**src/design/set_assoc_cache_tags_lru_macros.svh**
```systemverilog
// Assertion shorthands shared by the RTL.
`ifndef SET_ASSOC_CACHE_TAGS_LRU_MACROS_SVH
`define SET_ASSOC_CACHE_TAGS_LRU_MACROS_SVH

// Same-cycle implication, disabled while in reset.
`define SACTL_ASSERT_IMP(lbl, clk, rst_n, ante, cons, msg) \
  lbl: assert property (@(posedge clk) disable iff (!(rst_n)) (ante) |-> (cons)) \
    else $error(msg);

// Next-cycle implication, disabled while in reset.
`define SACTL_ASSERT_NXT(lbl, clk, rst_n, ante, cons, msg) \
  lbl: assert property (@(posedge clk) disable iff (!(rst_n)) (ante) |=> (cons)) \
    else $error(msg);

`endif

```
**src/design/sactl_pkg.sv**
```systemverilog
`timescale 1ns / 1ps

package sactl_pkg;

  localparam int OFFSET_BITS_DEF = 2;
  localparam int INDEX_BITS_DEF  = 4;
  localparam int WAYS_DEF        = 4;
  localparam int AGE_BITS_DEF    = 16;

  localparam int ADDR_W    = 32;
  localparam int CNT_W     = 32;
  localparam int REGION_HI = 31;
  localparam int REGION_LO = 24;
  localparam int REGION_W  = REGION_HI - REGION_LO + 1;
  localparam int WAY_OUT_W = 2;

  localparam logic [REGION_W-1:0] UNCACHED_RESET = 8'h0f;

  localparam logic OP_FETCH = 1'b0;
  localparam logic OP_INVAL = 1'b1;

endpackage

```
**src/design/set_assoc_cache_tags_lru.sv**
```systemverilog
`timescale 1ns / 1ps
// Set-associative tag store with per-line age counters for LRU replacement.
// Command side: a word (in_opcode, in_address) is taken on a clock edge with
// start high and busy low. Opcode fetch looks up / fills, opcode invalidate
// drops a matching line.
// Result side: one word per command, shown on the out_ ports for exactly one
// cycle while out_valid is high. The receiver cannot stall; nothing waits.
// Config: cfg_we with cfg_wdata writes the uncached-region top byte; write
// it only while the block is idle.
// The accepting edge reads the set's tag and age rows from the synchronous
// RAMs; in ST_LOOK the block compares, ages, picks the victim and, on a
// cached fetch, writes the row back, and the result word is registered at
// the end of ST_LOOK. busy covers ST_LOOK, so no new command is taken until
// the row is written; the next read always sees it and no forwarding is needed.
// Reset (rst_n low, synchronous): valid bits of all lines cleared at once,
// hit and fetch counters zeroed, uncached byte back to 0x0f. Tag and age
// RAM contents are left as they are; they are only read behind a valid bit.

module set_assoc_cache_tags_lru #(
  parameter int OFFSET_BITS = sactl_pkg::OFFSET_BITS_DEF,
  parameter int INDEX_BITS  = sactl_pkg::INDEX_BITS_DEF,
  parameter int WAYS        = sactl_pkg::WAYS_DEF,
  parameter int AGE_BITS    = sactl_pkg::AGE_BITS_DEF
) (
  input  logic                                clk,
  input  logic                                rst_n,
  // command channel
  input  logic                                start,
  output logic                                busy,
  input  logic                                in_opcode,
  input  logic [sactl_pkg::ADDR_W-1:0]        in_address,
  // result channel
  output logic                                out_valid,
  output logic                                out_hit,
  output logic                                out_uncached,
  output logic [sactl_pkg::WAY_OUT_W-1:0]     out_way_used,
  output logic                                out_evicted,
  output logic [sactl_pkg::CNT_W-1:0]         out_hit_total,
  output logic [sactl_pkg::CNT_W-1:0]         out_fetch_total,
  // config register
  input  logic                                cfg_we,
  input  logic [sactl_pkg::REGION_W-1:0]      cfg_wdata
);

`include "set_assoc_cache_tags_lru_macros.svh"

  localparam int SETS  = 1 << INDEX_BITS;
  localparam int SET_W = (INDEX_BITS > 0) ? INDEX_BITS : 1;
  localparam int TAG_W = sactl_pkg::ADDR_W - OFFSET_BITS - INDEX_BITS;
  localparam int WAY_W = (WAYS > 1) ? $clog2(WAYS) : 1;
  localparam logic [AGE_BITS-1:0] AGE_MAX = {AGE_BITS{1'b1}};

  typedef enum logic [1:0] {
    ST_IDLE = 2'b01,
    ST_LOOK = 2'b10
  } state_t;

  state_t state_r, state_nxt;

  // ---------------------------------------------------------------------
  // Command capture
  // ---------------------------------------------------------------------
  logic             accept;
  logic [SET_W-1:0] in_set;
  logic [TAG_W-1:0] in_tag;
  logic             in_bypass;

  assign busy      = (state_r == ST_LOOK);
  assign accept    = start && !busy;
  assign in_set    = SET_W'(in_address >> OFFSET_BITS) & SET_W'(SETS - 1);
  assign in_tag    = TAG_W'(in_address >> (OFFSET_BITS + INDEX_BITS));

  logic [sactl_pkg::REGION_W-1:0] uncached_r;
  assign in_bypass = (in_address[sactl_pkg::REGION_HI:sactl_pkg::REGION_LO] == uncached_r);

  logic             op_r;
  logic [SET_W-1:0] set_r;
  logic [TAG_W-1:0] tag_r;
  logic             bypass_r;

  always_ff @(posedge clk) begin
    if (accept) begin
      op_r     <= in_opcode;
      set_r    <= in_set;
      tag_r    <= in_tag;
      bypass_r <= in_bypass;
    end
  end

  always_ff @(posedge clk) begin
    if (!rst_n) begin
      uncached_r <= sactl_pkg::UNCACHED_RESET;
    end else if (cfg_we) begin
      uncached_r <= cfg_wdata;
    end
  end

  always_comb begin
    case (state_r)
      ST_IDLE: state_nxt = accept ? ST_LOOK : ST_IDLE;
      ST_LOOK: state_nxt = ST_IDLE;
      default: state_nxt = ST_IDLE;
    endcase
  end

  always_ff @(posedge clk) begin
    if (!rst_n) begin
      state_r <= ST_IDLE;
    end else begin
      state_r <= state_nxt;
    end
  end

  // ---------------------------------------------------------------------
  // Line storage: one row per set, all ways side by side.
  // ---------------------------------------------------------------------
  logic [WAYS*TAG_W-1:0]    tag_mem [SETS];
  logic [WAYS*AGE_BITS-1:0] age_mem [SETS];
  logic [WAYS*TAG_W-1:0]    tag_rd_r;
  logic [WAYS*AGE_BITS-1:0] age_rd_r;
  logic [WAYS*TAG_W-1:0]    tag_wr;
  logic [WAYS*AGE_BITS-1:0] age_wr;
  logic                     row_we;
  logic [WAYS-1:0]          valid_r [SETS];

  always_ff @(posedge clk) begin
    if (row_we) begin
      tag_mem[set_r] <= tag_wr;
    end
    if (accept) begin
      tag_rd_r <= tag_mem[in_set];
    end
  end

  always_ff @(posedge clk) begin
    if (row_we) begin
      age_mem[set_r] <= age_wr;
    end
    if (accept) begin
      age_rd_r <= age_mem[in_set];
    end
  end

  // ---------------------------------------------------------------------
  // Lookup / update, in ST_LOOK
  // ---------------------------------------------------------------------
  logic [WAYS-1:0]     vrow;
  logic [WAYS-1:0]     match;
  logic [AGE_BITS-1:0] aged [WAYS];
  logic                any_match;
  logic [WAY_W-1:0]    hit_way;
  logic                any_free;
  logic [WAY_W-1:0]    free_way;
  logic [WAY_W-1:0]    victim;
  logic [AGE_BITS-1:0] victim_age;
  logic [WAY_W-1:0]    fill_way;
  logic                is_fetch;
  logic                do_lookup;
  logic                do_fill;
  logic [WAY_W-1:0]    way_sel;
  logic [WAY_W+1:0]    way_ext;

  assign vrow = valid_r[set_r];

  always_comb begin
    logic [TAG_W-1:0]    tw;
    logic [AGE_BITS-1:0] aw;
    for (int w = 0; w < WAYS; w++) begin
      tw       = tag_rd_r[w*TAG_W +: TAG_W];
      aw       = age_rd_r[w*AGE_BITS +: AGE_BITS];
      match[w] = vrow[w] && (tw == tag_r);
      if (match[w]) begin
        aged[w] = '0;
      end else if (vrow[w] && (aw != AGE_MAX)) begin
        aged[w] = aw + 1'b1;
      end else begin
        aged[w] = aw;
      end
    end
  end

  // lowest-numbered way wins on hit and on free slot
  always_comb begin
    hit_way  = '0;
    free_way = '0;
    for (int w = WAYS - 1; w >= 0; w--) begin
      if (match[w]) begin
        hit_way = WAY_W'(w);
      end
      if (!vrow[w]) begin
        free_way = WAY_W'(w);
      end
    end
  end

  assign any_match = |match;
  assign any_free  = ~&vrow;

  // first way holding the greatest (post-aging) age
  always_comb begin
    victim     = '0;
    victim_age = aged[0];
    for (int w = 1; w < WAYS; w++) begin
      if (aged[w] > victim_age) begin
        victim     = WAY_W'(w);
        victim_age = aged[w];
      end
    end
  end

  assign fill_way  = any_free ? free_way : victim;
  assign is_fetch  = (op_r == sactl_pkg::OP_FETCH);
  assign do_lookup = busy && is_fetch && !bypass_r;
  assign do_fill   = do_lookup && !any_match;
  assign row_we    = do_lookup;

  always_comb begin
    for (int w = 0; w < WAYS; w++) begin
      if (!any_match && (fill_way == WAY_W'(w))) begin
        age_wr[w*AGE_BITS +: AGE_BITS] = '0;
        tag_wr[w*TAG_W +: TAG_W]       = tag_r;
      end else begin
        age_wr[w*AGE_BITS +: AGE_BITS] = aged[w];
        tag_wr[w*TAG_W +: TAG_W]       = tag_rd_r[w*TAG_W +: TAG_W];
      end
    end
  end

  always_ff @(posedge clk) begin
    if (!rst_n) begin
      for (int s = 0; s < SETS; s++) begin
        valid_r[s] <= '0;
      end
    end else if (do_fill) begin
      valid_r[set_r][fill_way] <= 1'b1;
    end else if (busy && !is_fetch && any_match) begin
      valid_r[set_r][hit_way] <= 1'b0;
    end
  end

  // ---------------------------------------------------------------------
  // Counters and result word
  // ---------------------------------------------------------------------
  logic [sactl_pkg::CNT_W-1:0] hit_cnt_r;
  logic [sactl_pkg::CNT_W-1:0] fetch_cnt_r;

  always_ff @(posedge clk) begin
    if (!rst_n) begin
      hit_cnt_r   <= '0;
      fetch_cnt_r <= '0;
    end else if (busy && is_fetch) begin
      fetch_cnt_r <= fetch_cnt_r + 1'b1;
      if (do_lookup && any_match) begin
        hit_cnt_r <= hit_cnt_r + 1'b1;
      end
    end
  end

  // a bypassed fetch reports way 0; a fetch miss reports the filled way
  assign way_sel = (is_fetch && bypass_r) ? '0 :
                   (is_fetch && !any_match) ? fill_way : hit_way;
  assign way_ext = {2'b00, way_sel};

  logic                              out_valid_r;
  logic                              out_hit_r;
  logic                              out_uncached_r;
  logic [sactl_pkg::WAY_OUT_W-1:0]   out_way_r;
  logic                              out_evicted_r;

  always_ff @(posedge clk) begin
    if (!rst_n) begin
      out_valid_r <= 1'b0;
    end else begin
      out_valid_r <= busy;
    end
  end

  always_ff @(posedge clk) begin
    if (busy) begin
      out_hit_r      <= any_match && !(is_fetch && bypass_r);
      out_uncached_r <= is_fetch && bypass_r;
      out_way_r      <= way_ext[sactl_pkg::WAY_OUT_W-1:0];
      out_evicted_r  <= do_fill && !any_free;
    end
  end

  assign out_valid       = out_valid_r;
  assign out_hit         = out_hit_r;
  assign out_uncached    = out_uncached_r;
  assign out_way_used    = out_way_r;
  assign out_evicted     = out_evicted_r;
  assign out_hit_total   = hit_cnt_r;
  assign out_fetch_total = fetch_cnt_r;

  // ---------------------------------------------------------------------
  // Checks
  // ---------------------------------------------------------------------
  `SACTL_ASSERT_IMP(a_acc_to_result, clk, rst_n, accept, ##2 out_valid_r, "result missing two cycles after accept")
  `SACTL_ASSERT_IMP(a_result_from_look, clk, rst_n, out_valid_r, $past(state_r) == ST_LOOK, "result without lookup cycle")
  `SACTL_ASSERT_IMP(a_evict_is_miss, clk, rst_n, out_valid_r && out_evicted_r, !out_hit_r && !out_uncached_r, "eviction on hit or bypass")
  `SACTL_ASSERT_IMP(a_hit_cnt_step, clk, rst_n, $past(rst_n) && (hit_cnt_r != $past(hit_cnt_r)), out_valid_r && out_hit_r && (fetch_cnt_r != $past(fetch_cnt_r)), "hit count moved without a fetch hit")
  `SACTL_ASSERT_NXT(a_fill_sets_valid, clk, rst_n, do_fill, valid_r[$past(set_r)][$past(fill_way)], "filled line not valid")

endmodule
```
**config.mk**
```make
export PLATFORM = sky130hd
export DESIGN_NAME = set_assoc_cache_tags_lru
export DESIGN_NICKNAME = d
export VERILOG_FILES = /design/src/design/sactl_pkg.sv /design/src/design/set_assoc_cache_tags_lru.sv
export VERILOG_INCLUDE_DIRS = /design/src /design/src/design
export SDC_FILE = /design/constraint.sdc
export NUM_CORES = 2
export LEC_CHECK = 0
export BUFFER_PORTS_ARGS = -buffer_cell sky130_fd_sc_hd__buf_2
export CAP_MARGIN = 15
export CORE_ASPECT_RATIO = 1.1
export CORE_MARGIN = 2
export CORE_UTILIZATION = 56
export DETAILED_ROUTE_END_ITERATION = 8
export PLACE_DENSITY = 0.83
export SYNTH_ARGS = -nofsm -noshare
export SYNTH_HDL_FRONTEND = slang
export SYNTH_SLANG_ARGS = --single-unit
```
**constraint.sdc**
```tcl
create_clock -name clk -period 12.4 [get_ports clk]
set_input_delay 0.62 -clock clk [delete_from_list [all_inputs] [get_ports clk]]
set_output_delay 0.62 -clock clk [all_outputs]
set_load 0.01 [all_outputs]
```
# ---- After elaboration in Yosys (flattened, before gate mapping)
# Memories as Yosys holds them, arrays and structs flattened. A register that Yosys moved wholly into a read port is not among the register bits.
# Cells that the tools add are included.
dict set report totals {
  reg_bits 112
  latch_bits 0
  mem_bits_rw 2752
  mem_bits_ro 0
  inputBits 45
  out_inout_bits 71
  wordCells 137
  memories 3
}
# memory words word_bits read_ports rd_ports_with_merged_regs wr line_no
set mem_list {}
lappend mem_list {tag_mem 16 104 1 1 1 set_assoc_cache_tags_lru.sv:117} ;# logic [WAYS*TAG_W-1:0] tag_mem [SETS];
lappend mem_list {age_mem 16 64 1 1 1 set_assoc_cache_tags_lru.sv:118} ;# logic [WAYS*AGE_BITS-1:0] age_mem [SETS];
lappend mem_list {valid_r 16 4 1 1 16 set_assoc_cache_tags_lru.sv:124} ;# logic [WAYS-1:0] valid_r [SETS];
dict set report classes {
  addsub 6
  mul 0
  div_mod_pow 0
  magnitude_cmp 7
  eq_ne 14
  shifts 0
  n_mux 54
  bitwise 5
  reduce_logical 35
}
# operator n
set op_table {}
lappend op_table {{2-to-1 mux 16 bit} 14}
lappend op_table {{== test 26 bit} 4}
lappend op_table {{2-to-1 mux 26 bit} 4}
lappend op_table {{adder 16 x 1 -> 16 bit (second input constant)} 4}
lappend op_table {{adder 32 x 1 -> 32 bit (second input constant)} 2}
lappend op_table {{!= test 16 bit (second input constant)} 4}
lappend op_table {{> comparator 16 bit} 3}
lappend op_table {{2-to-1 mux 2 bit} 13}
lappend op_table {{logical AND 1 bit} 25}
lappend op_table {{2-to-1 mux 4 bit} 6}
lappend op_table {{2-to-1 mux 1 bit} 15}
lappend op_table {{== test 8 bit} 1}
lappend op_table {{OR reduction 4 bit} 2}
lappend op_table {{== test 2 bit (second input constant)} 3}
lappend op_table {{less-than comparator 2 x 3 -> 1 bit (second input constant)} 2}
lappend op_table {{demux 1 bit (select 2 bit)} 2}
lappend op_table {{== test 2 x 1 -> 1 bit (second input constant)} 2}
lappend op_table {{greater-or-equal comparator 2 x 1 -> 1 bit (second input constant)} 2}
lappend op_table {{logical NOT 1 bit} 4}
lappend op_table {{OR 1 bit} 4}
lappend op_table {{AND reduction 2 bit} 2}
lappend op_table {{AND reduction 4 bit} 1}
lappend op_table {{logical NOT 2 bit} 1}
lappend op_table {{NOT 1 bit} 1}

# ---- Longest topological paths before layout
dict set report logic_depth {
  word_depth 19
  ltp_mapped 45
  depth_no_buf 36
}

# ---- Least setup slack after synthesis
# No wires, ideal clock.
dict set report synth_timing {
  path_type {flip-flop to flip-flop}
  startpoint {reg (tool-made name)}
  endpoint {mem age_mem[0][54] in the netlist's numbering (data pin)}
  setup_time_ps 327
  arrival_ps 9091
  t_required_ps 12073
  setup_slack_ps 2982
  stages_incl_launch_ff 42
  path_buffers 11
  synth_period_minus_slack_ps 9418
  path_cell_list {dfxtp_1 -> buf_6 -> buf_2 -> mux4_2 -> mux2_2 -> mux2i_1 -> buf_4 -> or3_1 -> clkbuf_1 -> buf_1 -> nand2_1 -> ha_1 -> nand4_1 -> nor4_1 -> or2_2 -> maj3_4 -> o22ai_2 -> buf_2 -> [6 not listed] -> o21ai_0 -> o31ai_1 -> clkbuf_1 -> clkbuf_1 -> mux2i_1 -> ha_1 -> a21o_1 -> a21o_1 -> a21oi_1 -> o21ai_0 -> o21ai_0 -> a21oi_1 -> o21ba_2 -> o31a_1 -> buf_2 -> buf_2 -> buf_2 -> nor3_1}
}
# item line_no
set synth_lines {}
lappend synth_lines {{end, declared} set_assoc_cache_tags_lru.sv:118}

# ---- Final worst setup path
dict set report layout_timing {
  startpoint {reg tag_r[21]}
  endpoint {mem tag_mem[15][91] in the netlist's numbering (data pin)}
}
dict set report layout_via {
  elab_chain_cells 13
  elab_cells_between_ends 26
  cone_classes {3 x order compare; 5 x eq/ne; 11 x mux; 7 x reduce/logical}
}
# item line_no
set layout_rtl {}
lappend layout_rtl {{start, declared} set_assoc_cache_tags_lru.sv:78} ;# logic [TAG_W-1:0] tag_r;
lappend layout_rtl {{start signal, assigned} set_assoc_cache_tags_lru.sv:85} ;# tag_r <= in_tag;
lappend layout_rtl {{== test 26 bit} set_assoc_cache_tags_lru.sv:171} ;# match[w] = vrow[w] && (tw == tag_r);
lappend layout_rtl {{logical AND 1 bit} set_assoc_cache_tags_lru.sv:171}
lappend layout_rtl {{2-to-1 mux 16 bit} set_assoc_cache_tags_lru.sv:172} ;# if (match[w]) begin
lappend layout_rtl {{> comparator 16 bit} set_assoc_cache_tags_lru.sv:204} ;# if (aged[w] > victim_age) begin
lappend layout_rtl {{2-to-1 mux 16 bit} set_assoc_cache_tags_lru.sv:204}
lappend layout_rtl {{> comparator 16 bit} set_assoc_cache_tags_lru.sv:204}
lappend layout_rtl {{2-to-1 mux 16 bit} set_assoc_cache_tags_lru.sv:204}
lappend layout_rtl {{> comparator 16 bit} set_assoc_cache_tags_lru.sv:204}
lappend layout_rtl {{2-to-1 mux 2 bit} set_assoc_cache_tags_lru.sv:204}
lappend layout_rtl {{2-to-1 mux 2 bit} set_assoc_cache_tags_lru.sv:211} ;# assign fill_way = any_free ? free_way : victim;
lappend layout_rtl {{== test 2 bit} set_assoc_cache_tags_lru.sv:219} ;# if (!any_match && (fill_way == WAY_W'(w))) begin
lappend layout_rtl {{logical AND 1 bit (*)} set_assoc_cache_tags_lru.sv:219}
lappend layout_rtl {{2-to-1 mux 26 bit (*)} set_assoc_cache_tags_lru.sv:219}
lappend layout_rtl {{net tag_wr[91]} set_assoc_cache_tags_lru.sv:121} ;# logic [WAYS*TAG_W-1:0] tag_wr;
lappend layout_rtl {{end, declared} set_assoc_cache_tags_lru.sv:117}
# Mark *: on every way through the listed nets, which the timed path passes. The rest lies on a longest branch.

==> run metrics <==
EDFF count, synth ~3000; hold crit path type in2reg; Net Sw Power about 5.0 mW; DR vias ~60000; Worst R2R Path Depth 34; setup violators final 0; Layout Skew between 70 and 80 ps; Max Cap Viol 0; CP max stage delay ~870 ps; outcome finished clean; fin crit share ~94%; Avg Cell Area, Syn between 20 and 25 um2; total track usage roughly 29%; Die H a little under 500 um; Clk pwr share 39.5%; Max FO, Critical Path 27; utilization after layout between 60 and 70%; CTS max path bufs 4; First-pass DRT Iterations 6; drc violations 0; CP most frequent cell buf_4; Hold Fails Final Rpt 0; P&R area growth vs syn 11.44%; post-DP HPWL 142600 um; fraction of final layout cells with drive strength greater than 1 a little over a quarter; count of input and output buffers 113; Synth cell types 65; ys async rst share 0%; nets between 5000 and 6000; Synth top area share 74.00%; Slowest cell on crit path o21ai_0; register area share after synthesis between 70 and 80%; vias in the first global route roughly 63000; worst hold slack 59.63 ps; Place WS 1221 ps; Cell Rows 178; Top Ports roughly 120; yosys warns 0; CP endpoint kind flip-flop; RSZ-0062 raised after global routing false; routed wire length around 310000 um; cell area after synthesis 120000 um2; Post-Syn Instances ~5500; Comb power frac under 10%; Seq pwr share between 50% and 60%; switching part of the total 22.42%; Req. time, crit path ~13000 ps; worst IR drop on VDD roughly 0.16 mV; die area ~220000 um2; largest net degree at the start of global routing ~160; Die Span X 445.4 um; register bit total from synthesis approximately 3000; clock sink total slightly above 3000; Pwr Density 166.0 nW/um2; critical path class reg2reg; CTS Buf Count 301; GRT overflow 0; vias per cell 6.989; Least-Margin Pin Slew around 1300 ps; total power between 20 and 25 mW; most area-hungry cell type in the Yosys netlist edfxtp_1; crit path time final between 10000 and 15000 ps; worst skew pair latency about 950 ps; antenna-violating nets left 0; Clock Pin Slew Worst Setup and Hold Paths 60 ps; Area contributors post-synth edfxtp_1 (74%), mux4_2 (16%), dfxtp_1 (1.3%); CTS tree done; CP arrival roughly 12000 ps; final worst-path setup slack 781.6 ps; setup TNS 0 ps; CP Launch Type flip-flop; fin. max-slew vios 0; htree depth 5; DR iter-0 viols approximately 9600; Max-Slew Margin vs Limit approximately an eighth; Int Power ~17 mW; GP Congestion 0.8606; Fill cells about 13000; initial antenna violation count 11; hold path cells 3; first-pass GRT wire length between 400000 and 500000 um; Main synth FF type edfxtp_1; Clk Tree Root Cell clkbuf_16; Syn Nets 5640; core footprint approximately 210000 um2; fmax ~86 MHz; routed length per instance about 36 um; Starting Density 56.24%; Pleak 42.40 nW
[critical path, delay by kind of cell (launching register included)]
family / cells / cell delay (ps)
multiplexers: 2 / 1090
adder cells (fa/ha/maj): 4 / 1350
AND/OR/NAND/NOR: 10 / 2400
XOR/XNOR: 1 / 470
buffers and inverters: 5 / 1630
flip-flops: 1 / 650
AO/OA/AOI/OAI: 12 / 3650
[final timing paths]
path | from | end | slack, ps
worst min-delay path | cfg_wdata[0] | uncached_r[0]$_SDFFE_PN1P_ | 60
worst max-delay path | tag_r[21]$_DFFE_PP_ | tag_mem[15][91]$_DFFE_PP_ | 780
worst max register to register | tag_r[21]$_DFFE_PP_ | tag_mem[15][91]$_DFFE_PP_ | 780
worst min register to register | out_fetch_total[31]$_SDFFE_PN0P_ | out_fetch_total[31]$_SDFFE_PN0P_ | 510
[power by group through the flow]
stage                     combinational (mW)  sequential [mW]  clock [mW]
after floorplan                         1.09             11.9           0
after CTS                               1.63             11.8        8.79
after detailed placement                1.58             12.0           0
after global placement                  1.50             12.0           0
final                                   1.67             11.8        8.76
after global routing                    1.76             11.8        9.13
[registers in the layout (all words and copies together) (netlist names), 2 cells and up, named ones only]
name             flops
valid_r             64
tag_rd_r           104
out_fetch_total     32
out_way_used         2
age_rd_r            64
uncached_r           8
set_r                4
tag_r               26
out_hit_total       32
age_mem           1024
state_r              2
tag_mem           1664
[layout by cell type, fill, tap and decap left out, types with 67 or more instances in the layout]
| cell | count |
|---|---|
| edfxtp_1 | 2957 |
| o21ai_0 | 96 |
| dfxtp_1 | 79 |
| buf_2 | 108 |
| mux2_2 | 72 |
| buf_4 | 109 |
| mux4_2 | 835 |
| nor2_1 | 162 |
| and2_1 | 67 |
| xor2_1 | 103 |
| clkbuf_16 | 309 |
| nand2_1 | 94 |
| xnor2_1 | 111 |
[synth_stat cells, drive strengths merged, types with 14 or more instances]
cell type and instances:
edfxtp 2957, mux4 835, clkbuf 200, nor2 178, mux2 119, xnor2 111
buf 104, xor2 103, o21ai 97, nand2 94, dfxtp 79, and2 67
nand4 59, ha 53, mux2i 53, nor2b 49, nand3 42, inv 40
nor3 39, a21oi 34, or3 26, a211oi 23, a21boi 22, and3 22
a22oi 19, nor4 18, o31a 18, and4 14
[timing repair]
item                       CTS  global route
setup buffers                0             0
gates resized for setup      0             0
setup endpoints to repair    0             0
hold buffers                34             0
hold endpoints to repair    34             0
[per-layer routing]
layer  up-vias  track usage [%]  routed length (um)
li1      23585                -                   -
met5         -                0                  69
met3      1024            5.863               35120
met4        10            14.53               17970
met1     31883            36.62              104200
met2      5112            48.13              157400
[through the flow]
stage               area, um2  std cells
CTS                    133700       8810
floorplan              120000       5542
global placement       124200       8266
detailed placement     124200       8266
finish                 133700       8816
global route           133700       8814
[cells by family after synthesis]
logic type,Yosys count,synth area share (%)
xor+xnor,214,1.562
buf+inv,344,1.147
flops,3036,75.31
fa+ha+maj,54,0.5641
mux,1007,17.31
simple gates,630,2.689
compound gates,257,1.418
[cell type report]
type / count / area, um2 / area share (%)
Tap cell: 2790 / 3491 / 2.610
Clock buffer: 374 / 8026 / 6.002
Multi-Input combinational cell: 2162 / 28420 / 21.25
Antenna cell: 3 / 7.507 / 0.005614
Clock inverter: 136 / 1105 / 0.8262
Inverter: 40 / 157.7 / 0.1179
Sequential cell: 3036 / 90380 / 67.58
Timing Repair Buffer: 275 / 2140 / 1.600
Note: power is estimated with default switching activity, not from simulation.
